File: config.mk
export PLATFORM = sky130hd
export DESIGN_NAME = clamped_pid_duty_controller
export DESIGN_NICKNAME = d
export VERILOG_FILES = /design/src/cpdc_pkg.sv /design/src/cpdc_law.sv /design/src/clamped_pid_duty_controller.sv
export SDC_FILE = /design/constraint.sdc
export NUM_CORES = 2
export LEC_CHECK = 0
export BUFFER_PORTS_ARGS = -buffer_cell sky130_fd_sc_hd__buf_2
export CORE_AREA = 2 2 233 235
export DETAILED_ROUTE_END_ITERATION = 8
export DIE_AREA = 0 0 235 237
export PLACE_DENSITY = 0.77
export SYNTH_ARGS = -nofsm -noshare
export SYNTH_HDL_FRONTEND = slang
export SYNTH_SLANG_ARGS = --single-unit
export TNS_END_PERCENT = 20
File: constraint.sdc
create_clock -name clk -period 48.6 [get_ports clk]
set_input_delay 9.72 -clock clk [delete_from_list [all_inputs] [get_ports clk]]
set_output_delay 9.72 -clock clk [all_outputs]
set_load 0.01 [all_outputs]
File: src/cpdc_pkg.sv
// ----------------------------------------------------------------------------
// cpdc_pkg: shared definitions for the clamped PID duty controller
// Register map, field widths, fixed-point constants and the structs that
// carry settings and loop history between the top level and the datapath.
// ----------------------------------------------------------------------------
package cpdc_pkg;

  localparam int INTEGRAL_WIDTH_DEF = 16;

  localparam int ADDR_WIDTH  = 5;
  localparam int DATA_WIDTH  = 32;
  localparam int LEVEL_WIDTH = 7;
  localparam int MEAS_WIDTH  = 9;
  localparam int ERR_WIDTH   = 10;
  localparam int GAIN_WIDTH  = 16;
  localparam int FRAC_BITS   = 16;

  // Clamped P and D terms fit in 21 signed bits (limit is 10.0 in Q16).
  localparam int TERM_WIDTH  = 21;
  localparam int TERM_LIMIT  = 10 * 65536;
  localparam int STEP_LIMIT  = 5;
  localparam int STEP_WIDTH  = 4;

  localparam logic [LEVEL_WIDTH-1:0] TARGET_RST = 7'd0;
  localparam logic [GAIN_WIDTH-1:0]  GAIN_P_RST = 16'd13107;
  localparam logic [GAIN_WIDTH-1:0]  GAIN_I_RST = 16'd66;
  localparam logic [GAIN_WIDTH-1:0]  GAIN_D_RST = 16'd60948;
  localparam logic [LEVEL_WIDTH-1:0] IDLE_RST   = 7'd20;
  localparam logic [LEVEL_WIDTH-1:0] MIN_RST    = 7'd20;
  localparam logic [LEVEL_WIDTH-1:0] MAX_RST    = 7'd65;

  typedef enum logic [2:0] {
    REG_TARGET = 3'd0,
    REG_ENABLE = 3'd1,
    REG_GAIN_P = 3'd2,
    REG_GAIN_I = 3'd3,
    REG_GAIN_D = 3'd4,
    REG_IDLE   = 3'd5,
    REG_MIN    = 3'd6,
    REG_MAX    = 3'd7
  } cpdc_reg_t;

  typedef struct packed {
    logic [LEVEL_WIDTH-1:0] target_level;
    logic [GAIN_WIDTH-1:0]  gain_p;
    logic [GAIN_WIDTH-1:0]  gain_i;
    logic [GAIN_WIDTH-1:0]  gain_d;
    logic [LEVEL_WIDTH-1:0] idle_duty;
    logic [LEVEL_WIDTH-1:0] min_duty;
    logic [LEVEL_WIDTH-1:0] max_duty;
  } cpdc_cfg_t;

  typedef struct packed {
    logic signed [ERR_WIDTH-1:0] previous_error;
    logic [LEVEL_WIDTH-1:0]      previous_duty;
  } cpdc_hist_t;

endpackage

File: src/cpdc_law.sv
// ----------------------------------------------------------------------------
// cpdc_law: one control step of the PID law
// Combinational: error, clamped P and D terms, conditional saturating
// integral, Q16 sum, truncation toward zero and the duty clamp.
// ----------------------------------------------------------------------------
module cpdc_law #(
  parameter int INTEGRAL_WIDTH = cpdc_pkg::INTEGRAL_WIDTH_DEF
) (
  input  cpdc_pkg::cpdc_cfg_t                          cfg,
  input  logic signed [cpdc_pkg::MEAS_WIDTH-1:0]       measured_level,
  input  cpdc_pkg::cpdc_hist_t                         hist,
  input  logic signed [INTEGRAL_WIDTH-1:0]             integral_sum,
  output logic signed [INTEGRAL_WIDTH-1:0]             integral_next,
  output cpdc_pkg::cpdc_hist_t                         hist_next
);
  import cpdc_pkg::*;

  localparam int IW      = INTEGRAL_WIDTH;
  localparam int PW      = ERR_WIDTH + GAIN_WIDTH + 1;
  localparam int DW      = ERR_WIDTH + GAIN_WIDTH + 2;
  localparam int IPW     = IW + GAIN_WIDTH + 1;
  localparam int SW      = IW + 19;
  localparam int WW      = SW - FRAC_BITS;

  localparam logic signed [PW-1:0] P_HI = PW'(TERM_LIMIT);
  localparam logic signed [PW-1:0] P_LO = -PW'(TERM_LIMIT);
  localparam logic signed [DW-1:0] D_HI = DW'(TERM_LIMIT);
  localparam logic signed [DW-1:0] D_LO = -DW'(TERM_LIMIT);
  localparam logic signed [ERR_WIDTH-1:0] S_HI = ERR_WIDTH'(STEP_LIMIT);
  localparam logic signed [ERR_WIDTH-1:0] S_LO = -ERR_WIDTH'(STEP_LIMIT);
  localparam logic signed [IW-1:0] I_MAX = {1'b0, {(IW-1){1'b1}}};
  localparam logic signed [IW-1:0] I_MIN = {1'b1, {(IW-1){1'b0}}};

  logic signed [ERR_WIDTH-1:0]  err;
  logic signed [ERR_WIDTH:0]    err_diff;
  logic signed [PW-1:0]         p_prod;
  logic signed [DW-1:0]         d_prod;
  logic signed [TERM_WIDTH-1:0] p_term;
  logic signed [TERM_WIDTH-1:0] d_term;
  logic signed [STEP_WIDTH-1:0] step;
  logic signed [IW:0]           integ_wide;
  logic signed [IW-1:0]         integ_sat;
  logic                         integ_on;
  logic signed [IPW-1:0]        i_prod;
  logic signed [SW-1:0]         total;
  logic signed [WW-1:0]         whole;
  logic signed [WW-1:0]         min_ext;
  logic signed [WW-1:0]         max_ext;
  logic signed [WW-1:0]         lo_clamped;
  logic signed [WW-1:0]         duty_wide;

  assign err = $signed({{(ERR_WIDTH-LEVEL_WIDTH){1'b0}}, cfg.target_level})
             - $signed({{(ERR_WIDTH-MEAS_WIDTH){measured_level[MEAS_WIDTH-1]}},
                        measured_level});
  assign err_diff = $signed({err[ERR_WIDTH-1], err})
                  - $signed({hist.previous_error[ERR_WIDTH-1], hist.previous_error});

  assign p_prod = err * $signed({1'b0, cfg.gain_p});
  assign d_prod = err_diff * $signed({1'b0, cfg.gain_d});

  always_comb begin
    if (p_prod > P_HI) begin
      p_term = TERM_WIDTH'(P_HI);
    end else if (p_prod < P_LO) begin
      p_term = TERM_WIDTH'(P_LO);
    end else begin
      p_term = p_prod[TERM_WIDTH-1:0];
    end
    if (d_prod > D_HI) begin
      d_term = TERM_WIDTH'(D_HI);
    end else if (d_prod < D_LO) begin
      d_term = TERM_WIDTH'(D_LO);
    end else begin
      d_term = d_prod[TERM_WIDTH-1:0];
    end
  end

  // The integral only moves while the last duty sat strictly inside the
  // clamp window, which keeps it from winding up against a limit.
  always_comb begin
    if (err > S_HI) begin
      step = STEP_WIDTH'(S_HI);
    end else if (err < S_LO) begin
      step = STEP_WIDTH'(S_LO);
    end else begin
      step = err[STEP_WIDTH-1:0];
    end
    integ_wide = $signed({integral_sum[IW-1], integral_sum})
               + $signed({{(IW+1-STEP_WIDTH){step[STEP_WIDTH-1]}}, step});
    if (integ_wide[IW] != integ_wide[IW-1]) begin
      integ_sat = integ_wide[IW] ? I_MIN : I_MAX;
    end else begin
      integ_sat = integ_wide[IW-1:0];
    end
    integ_on = (hist.previous_duty > cfg.min_duty) && (hist.previous_duty < cfg.max_duty);
    integral_next = integ_on ? integ_sat : integral_sum;
  end

  assign i_prod = integral_next * $signed({1'b0, cfg.gain_i});

  assign total = $signed({{(SW-LEVEL_WIDTH-FRAC_BITS){1'b0}}, cfg.idle_duty,
                          {FRAC_BITS{1'b0}}})
               + $signed({{(SW-TERM_WIDTH){p_term[TERM_WIDTH-1]}}, p_term})
               + $signed({{(SW-TERM_WIDTH){d_term[TERM_WIDTH-1]}}, d_term})
               + $signed({{(SW-IPW){i_prod[IPW-1]}}, i_prod});

  // Arithmetic shift floors; a negative value with a fraction gets one back
  // so that the integer part is truncated toward zero.
  always_comb begin
    whole = total[SW-1:FRAC_BITS];
    if (total[SW-1] && (|total[FRAC_BITS-1:0])) begin
      whole = whole + WW'(1);
    end
    min_ext = $signed({{(WW-LEVEL_WIDTH){1'b0}}, cfg.min_duty});
    max_ext = $signed({{(WW-LEVEL_WIDTH){1'b0}}, cfg.max_duty});
    lo_clamped = (whole < min_ext) ? min_ext : whole;
    duty_wide  = (lo_clamped > max_ext) ? max_ext : lo_clamped;
  end

  assign hist_next.previous_error = err;
  assign hist_next.previous_duty  = duty_wide[LEVEL_WIDTH-1:0];

endmodule

File: src/clamped_pid_duty_controller.sv
// ----------------------------------------------------------------------------
// clamped_pid_duty_controller: altitude PID loop producing a motor duty
// Valid/ready sample in, valid/ready duty out, APB-style register port.
// ----------------------------------------------------------------------------
// Each measured_level beat runs one step of a PID law against target_level
// and, while enable is set, yields one duty_percent beat; with enable clear
// the sample is consumed, nothing is produced and the loop state is held.
// The error feeds a proportional term and a derivative term, each clamped
// to plus or minus 10 percent, and an integral that adds the error (limited
// to plus or minus 5 per step) only while the previous duty was strictly
// inside the min/max window; the integral saturates instead of wrapping.
// The Q16 sum of idle duty and the three terms is truncated toward zero and
// clamped to [min_duty, max_duty], with the upper bound winning when the
// two bounds cross. The block takes one sample per clock cycle while its
// output is not held: a sample is registered on acceptance, and the whole
// control step is evaluated from that input register and lands in the
// output register. Throughput is one beat per cycle while the output drains
// and is set by the combinational step, as the loop state written by one
// sample is read by the next. A held output beat back-pressures the input
// register, which can still refill while the output is being taken.
// Registers sit at byte address 4*index: target_level, enable, gain_p,
// gain_i, gain_d, idle_duty, min_duty, max_duty. They should be written
// only while no sample is in flight.
// ----------------------------------------------------------------------------
module clamped_pid_duty_controller #(
  parameter int INTEGRAL_WIDTH = cpdc_pkg::INTEGRAL_WIDTH_DEF
) (
  input  logic                                     clk,
  input  logic                                     rst,
  input  logic                                     psel,
  input  logic                                     penable,
  input  logic                                     pwrite,
  input  logic [cpdc_pkg::ADDR_WIDTH-1:0]          paddr,
  input  logic [cpdc_pkg::DATA_WIDTH-1:0]          pwdata,
  output logic [cpdc_pkg::DATA_WIDTH-1:0]          prdata,
  output logic                                     pready,
  input  logic                                     in_valid,
  output logic                                     in_ready,
  input  logic signed [cpdc_pkg::MEAS_WIDTH-1:0]   measured_level,
  output logic                                     out_valid,
  input  logic                                     out_ready,
  output logic [cpdc_pkg::LEVEL_WIDTH-1:0]         duty_percent
);
  import cpdc_pkg::*;

  // Configuration registers.
  cpdc_cfg_t cfg;
  logic      enable;

  // Input register.
  logic                          sample_valid;
  logic signed [MEAS_WIDTH-1:0]  sample;

  // Loop state.
  logic signed [INTEGRAL_WIDTH-1:0] integral_sum;
  logic signed [INTEGRAL_WIDTH-1:0] integral_next;
  cpdc_hist_t                       hist;
  cpdc_hist_t                       hist_next;

  logic      cfg_write;
  cpdc_reg_t reg_sel;
  logic      sample_go;
  logic      step_run;

  assign pready    = 1'b1;
  assign cfg_write = psel && penable && pwrite && pready;
  assign reg_sel   = cpdc_reg_t'(paddr[4:2]);

  // The registered sample leaves when it produces nothing (disabled) or
  // when the output register is free or being emptied in this cycle.
  assign sample_go = sample_valid && (!enable || !out_valid || out_ready);
  assign step_run  = sample_go && enable;
  assign in_ready  = !sample_valid || sample_go;

  always_comb begin
    prdata = '0;
    unique case (reg_sel)
      REG_TARGET: prdata = DATA_WIDTH'(cfg.target_level);
      REG_ENABLE: prdata = DATA_WIDTH'(enable);
      REG_GAIN_P: prdata = DATA_WIDTH'(cfg.gain_p);
      REG_GAIN_I: prdata = DATA_WIDTH'(cfg.gain_i);
      REG_GAIN_D: prdata = DATA_WIDTH'(cfg.gain_d);
      REG_IDLE:   prdata = DATA_WIDTH'(cfg.idle_duty);
      REG_MIN:    prdata = DATA_WIDTH'(cfg.min_duty);
      REG_MAX:    prdata = DATA_WIDTH'(cfg.max_duty);
    endcase
  end

  always_ff @(posedge clk) begin
    if (rst) begin
      cfg.target_level <= TARGET_RST;
      cfg.gain_p       <= GAIN_P_RST;
      cfg.gain_i       <= GAIN_I_RST;
      cfg.gain_d       <= GAIN_D_RST;
      cfg.idle_duty    <= IDLE_RST;
      cfg.min_duty     <= MIN_RST;
      cfg.max_duty     <= MAX_RST;
      enable           <= 1'b0;
    end else if (cfg_write) begin
      unique case (reg_sel)
        REG_TARGET: cfg.target_level <= pwdata[LEVEL_WIDTH-1:0];
        REG_ENABLE: enable           <= pwdata[0];
        REG_GAIN_P: cfg.gain_p       <= pwdata[GAIN_WIDTH-1:0];
        REG_GAIN_I: cfg.gain_i       <= pwdata[GAIN_WIDTH-1:0];
        REG_GAIN_D: cfg.gain_d       <= pwdata[GAIN_WIDTH-1:0];
        REG_IDLE:   cfg.idle_duty    <= pwdata[LEVEL_WIDTH-1:0];
        REG_MIN:    cfg.min_duty     <= pwdata[LEVEL_WIDTH-1:0];
        REG_MAX:    cfg.max_duty     <= pwdata[LEVEL_WIDTH-1:0];
      endcase
    end
  end

  always_ff @(posedge clk) begin
    if (in_valid && in_ready) begin
      sample <= measured_level;
    end
    if (rst) begin
      sample_valid <= 1'b0;
    end else if (in_valid && in_ready) begin
      sample_valid <= 1'b1;
    end else if (sample_go) begin
      sample_valid <= 1'b0;
    end
  end

  cpdc_law #(
    .INTEGRAL_WIDTH(INTEGRAL_WIDTH)
  ) u_law (
    .cfg           (cfg),
    .measured_level(sample),
    .hist          (hist),
    .integral_sum  (integral_sum),
    .integral_next (integral_next),
    .hist_next     (hist_next)
  );

  // Loop state and the result register advance together on each enabled
  // step, so a held duty beat always matches the stored previous duty.
  always_ff @(posedge clk) begin
    if (step_run) begin
      duty_percent <= hist_next.previous_duty;
    end
    if (rst) begin
      integral_sum <= '0;
      hist         <= '0;
      out_valid    <= 1'b0;
    end else begin
      if (step_run) begin
        integral_sum <= integral_next;
        hist         <= hist_next;
        out_valid    <= 1'b1;
      end else if (out_ready) begin
        out_valid    <= 1'b0;
      end
    end
  end

  // A pending duty beat is the most recent step's duty.
  a_out_matches_history: assert property (@(posedge clk) disable iff (rst)
    out_valid |-> (duty_percent == hist.previous_duty))
    else $error("pending duty differs from stored previous duty");

  // Loop state only moves on an enabled step.
  a_state_held: assert property (@(posedge clk) disable iff (rst)
    !step_run |=> ($stable(integral_sum) && $stable(hist)))
    else $error("loop state changed without an enabled step");

  // A disabled sample never produces a beat.
  a_no_beat_when_disabled: assert property (@(posedge clk) disable iff (rst)
    (sample_go && !enable && !out_valid) |=> !out_valid)
    else $error("duty beat produced while disabled");

  // Nothing is pending right after reset.
  a_reset_empty: assert property (@(posedge clk)
    $past(rst) |-> (!out_valid && !sample_valid))
    else $error("beat pending after reset");

endmodule

Word-level counts from Yosys, hierarchy flattened
Index checks and enable logic that the tools add are counted.
Widths: inputs -> output; s select.
{"block": "op_classes", "addsub": 7, "multipliers": 3, "magnitude_cmp": 10, "eq_ne": 8, "mux": 17, "n_reduce_logical": 25}
{"operator": "$pmux 32 s8", "n": 1}
{"operator": "$mux 21", "n": 4}
{"operator": "$mux 16", "n": 3}
{"operator": "$mux 19", "n": 2}
{"operator": "$add 35x33->35", "n": 1}
{"operator": "$mul 16x17->33", "n": 1}
{"operator": "$gt 28x21->1 const B", "n": 1}
{"operator": "$lt 28x21->1 const B", "n": 1}
{"operator": "$mul 11x17->28", "n": 1}
{"operator": "$gt 27x21->1 const B", "n": 1}
{"operator": "$lt 27x21->1 const B", "n": 1}
{"operator": "$mul 10x17->27", "n": 1}
{"operator": "$add 25x21->26", "n": 1}
{"operator": "$add 24x21->25", "n": 1}
{"operator": "$add 19x2->19 const B", "n": 1}
{"operator": "$gt 19x8->1", "n": 1}
{"operator": "$lt 19x8->1", "n": 1}
{"operator": "$add 16x4->17", "n": 1}
{"operator": "$reduce_and 2->1", "n": 8}
{"operator": "$reduce_or 16->1", "n": 1}
{"operator": "$eq 3x3->1 const B", "n": 4}
{"operator": "$sub 10x10->11", "n": 1}
{"operator": "$gt 10x4->1 const B", "n": 1}
{"operator": "$lt 10x4->1 const B", "n": 1}
{"operator": "other kinds (14)", "n": 30}
{"block": "totals", "ff_bits": 128, "input_bits": 53, "output_inout_bits": 42, "word_cells": 85}

Longest topological paths before layout
{"block": "depth", "depth_word": 17, "mapped_depth": 96, "depth_no_buf": 91}

Hierarchy
From an unflattened synthesis, not the netlist that was laid out.
{"block": "unflattened", "hier_cells": 3714, "hier_area_um2": 31732.9}
{"module": "cpdc_law", "instances": 1, "cells_each": 3121, "area_each_um2": 26047.5, "seq_area_each_um2": 0.0}
{"module": "clamped_pid_duty_controller", "instances": 1, "cells_each": 593, "area_each_um2": 5685.5, "seq_area_each_um2": 2722.6}

Worst setup path before layout
No wires, ideal clock.
{"block": "synth_timing", "path_type": "input -> output", "from": "input paddr[4] (netlist bit)", "to": "output prdata[3] (netlist bit)", "arrival_time_ps": 11053, "t_required_ps": 38880, "slack_ps": 27827, "cell_stages": 5, "n_path_buf": 2, "cell_sequence": "clkbuf_1 > clkbuf_1 > mux2_2 > a221oi_1 > nor2_1"}
{"block": "synth_between", "elab_chain_cells": 2, "word_cells_on_any_way": 9, "classes_between": "7 x eq/ne; 1 x mux; 1 x reduce/logical"}
{"element": "from (decl)", "line_no": "clamped_pid_duty_controller.sv:33", "source": "input logic [cpdc_pkg::ADDR_WIDTH-1:0] paddr,"}
{"element": "$eq 3x3->1 (tied with other cells)", "line_no": "clamped_pid_duty_controller.sv:77", "source": "unique case (reg_sel)"}
{"element": "$pmux 32 s8 (*)", "line_no": "clamped_pid_duty_controller.sv:77"}
{"element": "to (decl)", "line_no": "clamped_pid_duty_controller.sv:35", "source": "output logic [cpdc_pkg::DATA_WIDTH-1:0] prdata,"}
Mark *: on every way between the ends. The rest lies on a longest branch, timed or not. The select of a mux whose other input is x is not followed.

Final worst setup path
{"block": "layout_timing", "from": "register, netlist name cfg[69]", "to": "register, netlist name hist[3]"}
{"block": "layout_between", "elab_chain_cells": 17, "word_cells_on_any_way": 33, "classes_between": "7 x add/sub; 3 x mul; 8 x order compare; 1 x eq/ne; 12 x mux; 2 x reduce/logical"}
{"element": "$sub 8x9->10 (*)", "line_no": "cpdc_law.sv:53", "source": "- $signed({{(ERR_WIDTH-MEAS_WIDTH){measured_level[MEAS_WIDTH-1]}},"}
{"element": "parallel branches: the longest is 8 deep, another holds $mul 10x17->27"}
{"element": "$add 35x33->35 (*)", "line_no": "cpdc_law.sv:105", "source": "+ $signed({{(SW-IPW){i_prod[IPW-1]}}, i_prod});"}
{"element": "parallel branches: the longest is 2 deep, another holds $add 19x2->19"}
{"element": "$mux 19 (*)", "line_no": "cpdc_law.sv:111", "source": "if (total[SW-1] && (|total[FRAC_BITS-1:0])) begin"}
{"element": "$lt 19x8->1", "line_no": "cpdc_law.sv:116", "source": "lo_clamped = (whole < min_ext) ? min_ext : whole;"}
{"element": "$mux 19 (*)", "line_no": "cpdc_law.sv:116"}
{"element": "$gt 19x8->1", "line_no": "cpdc_law.sv:117", "source": "duty_wide = (lo_clamped > max_ext) ? max_ext : lo_clamped;"}
{"element": "$mux 7 (*)", "line_no": "cpdc_law.sv:117"}
Every way passes the cells marked *.
A chain may end at the register's enable or synchronous reset.

==> reports/metrics.cfg <==
[grt]
grt_pass1_wl_mm=126.7
grt_max_degree=113
overflow=0
antenna_found_initial=0
grt_pass1_vias=25050
grt_use_total=0.2796

[layout]
stdcell_count=4405
final_common_cell=inv_1
regArea_mm2=0.002723
drive_gt1_frac=0.05500
area_delta_synth_final_pct=4.365
multiInputGateArea_mm2=0.02568
num-nets-final=4613
nFillCells=4579
antenna_cells=0
final_cell_mix=626 x inv_1, 477 x fa_1, 448 x nand2_1

[synth]
synth_area_per_cell_um2=8.410
syn-cell-area_mm2=0.03147
synth_edf_count=16
ys_seq_area_frac=0.08651
syn_inst=3742
yosysWarnings=0
synth_seq_cells=128
synthArstFlopShare=0
synthFlopType=dfxtp_1
synthDistinctLibCells=97

[timing]
period_share=0.4656
final.setup_skew_ps=16.59
tightest_slew_ps=1239
worst_slack_ps=25970
finalSetupTns_ps=0
period_needed_ps=22630
slew_headroom=0.1667
maxSlewViolCount=0
rsz0062_at_grt=no
hold_viol=0
setup_violations=0
maxClockFrequency_ghz=0.04419

[setup_path]
criticalPathCategory=reg -> reg
r2r_cells=85
cp-start-kind=flip-flop
required_ps=48940
worstPathMaxFanout=18
r2r_setup_slack_ps=25970
slowest_stage=nor4_1
cp-startpoint=cfg[69]
timing.rr.start=cfg[69]
max_stage_delay_ps=1000
end_kind=flip-flop
arrival_ps=22970
crit_path_end=hist[3]
rr_endpoint=hist[3]

[worst_hold_path]
hp-class=reg -> reg
whs_path_depth=2

[route]
drc=0
routed_via_density=5.725
dr.pass1.iters=6
antenna_left=0
wl_mm=76.31
num_vias=25220
drt_iter0_drc=1642
wl_per_cell_um=17.32

[place]
dp_hpwl_mm=61.94
place_congestion=0.8866
portBuffers=59
dp.cells=4373
post-place-ws_ps=26410

[die]
dieArea_mm2=0.05570
fp.dieW_um=235
die_h_um=237
core_area_mm2=0.05328
fp-row-count=85
start_util=0.5906
ios=95

[run_status]
status=complete, no violations

[flow_run]
drv_cap=0

[clock_network]
clock_sinks=128
cts_buffer_depth=2
htreeDepth=4
cts_buffers=17
root_buffer=clkbuf_16
cts_tree=done
cts_hold_buf=0
clk_pin_slew_ps=70
clkLatencyLatePin_ps=440
postCtsSetupRepairBufs=0
cts-resized-gates=0

synth_stat cells (13+ instances only):
| master | count | share of area |
|---|---|---|
| nand3_1 | 36 | 0.0057 |
| and2_1 | 243 | 0.048 |
| a21o_1 | 52 | 0.012 |
| nand2b_1 | 37 | 0.0074 |
| xor2_1 | 38 | 0.011 |
| nor2_1 | 246 | 0.029 |
| or3_1 | 13 | 0.0026 |
| o21bai_1 | 19 | 0.0045 |
| o21ai_0 | 64 | 0.010 |
| nand4_1 | 22 | 0.0044 |
| nand3b_1 | 23 | 0.0055 |
| nor3_1 | 49 | 0.0078 |
| a21oi_1 | 163 | 0.026 |
| nor2b_1 | 88 | 0.017 |
| a31oi_1 | 20 | 0.0040 |
| nand2_1 | 448 | 0.053 |
| buf_1 | 17 | 0.0020 |
| o21a_1 | 17 | 0.0041 |
| or2_2 | 25 | 0.0050 |
| fa_1 | 477 | 0.30 |
| clkbuf_1 | 128 | 0.015 |
| a211o_1 | 15 | 0.0042 |
| xnor2_1 | 87 | 0.024 |
| ha_1 | 387 | 0.15 |
| mux2i_1 | 38 | 0.012 |
| edfxtp_1 | 16 | 0.015 |
| inv_1 | 626 | 0.075 |
| a211oi_1 | 17 | 0.0041 |
| dfxtp_1 | 112 | 0.071 |
| buf_4 | 21 | 0.0050 |
how the worst min path moves through the flow:
stage	from	to
floorplan	hist[10]	hist[10]
global placement	hist[10]	hist[10]
detailed placement	hist[9]	hist[9]
CTS	hist[10]	hist[10]
global route	hist[9]	hist[9]
finish	hist[10]	hist[10]
flip-flops by register name, indices dropped and copies added, names as in the netlist:
name / cells
enable: 1
integral_sum: 16
duty_percent: 7
hist: 17
cfg: 76
sample: 9
sample_valid: 1
out_valid: 1
layout make-up:
class / instances / area share
repair buffers: 99 / 0.01821
inverters: 630 / 0.07200
clock inverters: 15 / 0.005524
well taps: 696 / 0.02651
flip-flops and latches: 128 / 0.08290
multi-input cells: 2820 / 0.7819
clock buffers: 17 / 0.01295
per-layer routing:
layer / up-vias / wire length [um] / GRT usage
met5: - / 0 / 0
met4: 0 / 2833 / 0.09340
met3: 184 / 5645 / 0.03614
met2: 913 / 35720 / 0.4602
met1: 12340 / 32110 / 0.3829
li1: 11780 / - / -
cells by family after synthesis:
family          Yosys count  share of synthesized area
simple gates           1271                     0.1968
fa+ha+maj               864                     0.4573
buf+inv                 809                    0.09971
compound gates          489                     0.1047
flops                   128                    0.08651
xor+xnor                125                    0.03479
mux                      54                    0.01996
other cells               2                  0.0002386
through the flow:
stage | hold WS, ps | area (um^2) | utilization
6_report | 456.7 | 32840 | 0.6164
5_1_grt | 471.3 | 32840 | 0.6164
4_1_cts | 455.9 | 32840 | 0.6164
3_5_place_dp | 446.5 | 32240 | 0.6050
3_3_place_gp | 442.5 | 32240 | 0.6050
2_1_floorplan | 436.3 | 31530 | -
worst max-delay path: cells and delay by family (launching register included):
family	cells	cell delay [ps]
buf+inv	9	1420
compound gates	32	6560
fa+ha+maj	21	8570
flops	1	330
mux	2	510
simple gates	18	4310
xor+xnor	3	800
Power is not shown: default switching activity piles up to over one toggle a cycle in this logic, so the estimate is an artifact.
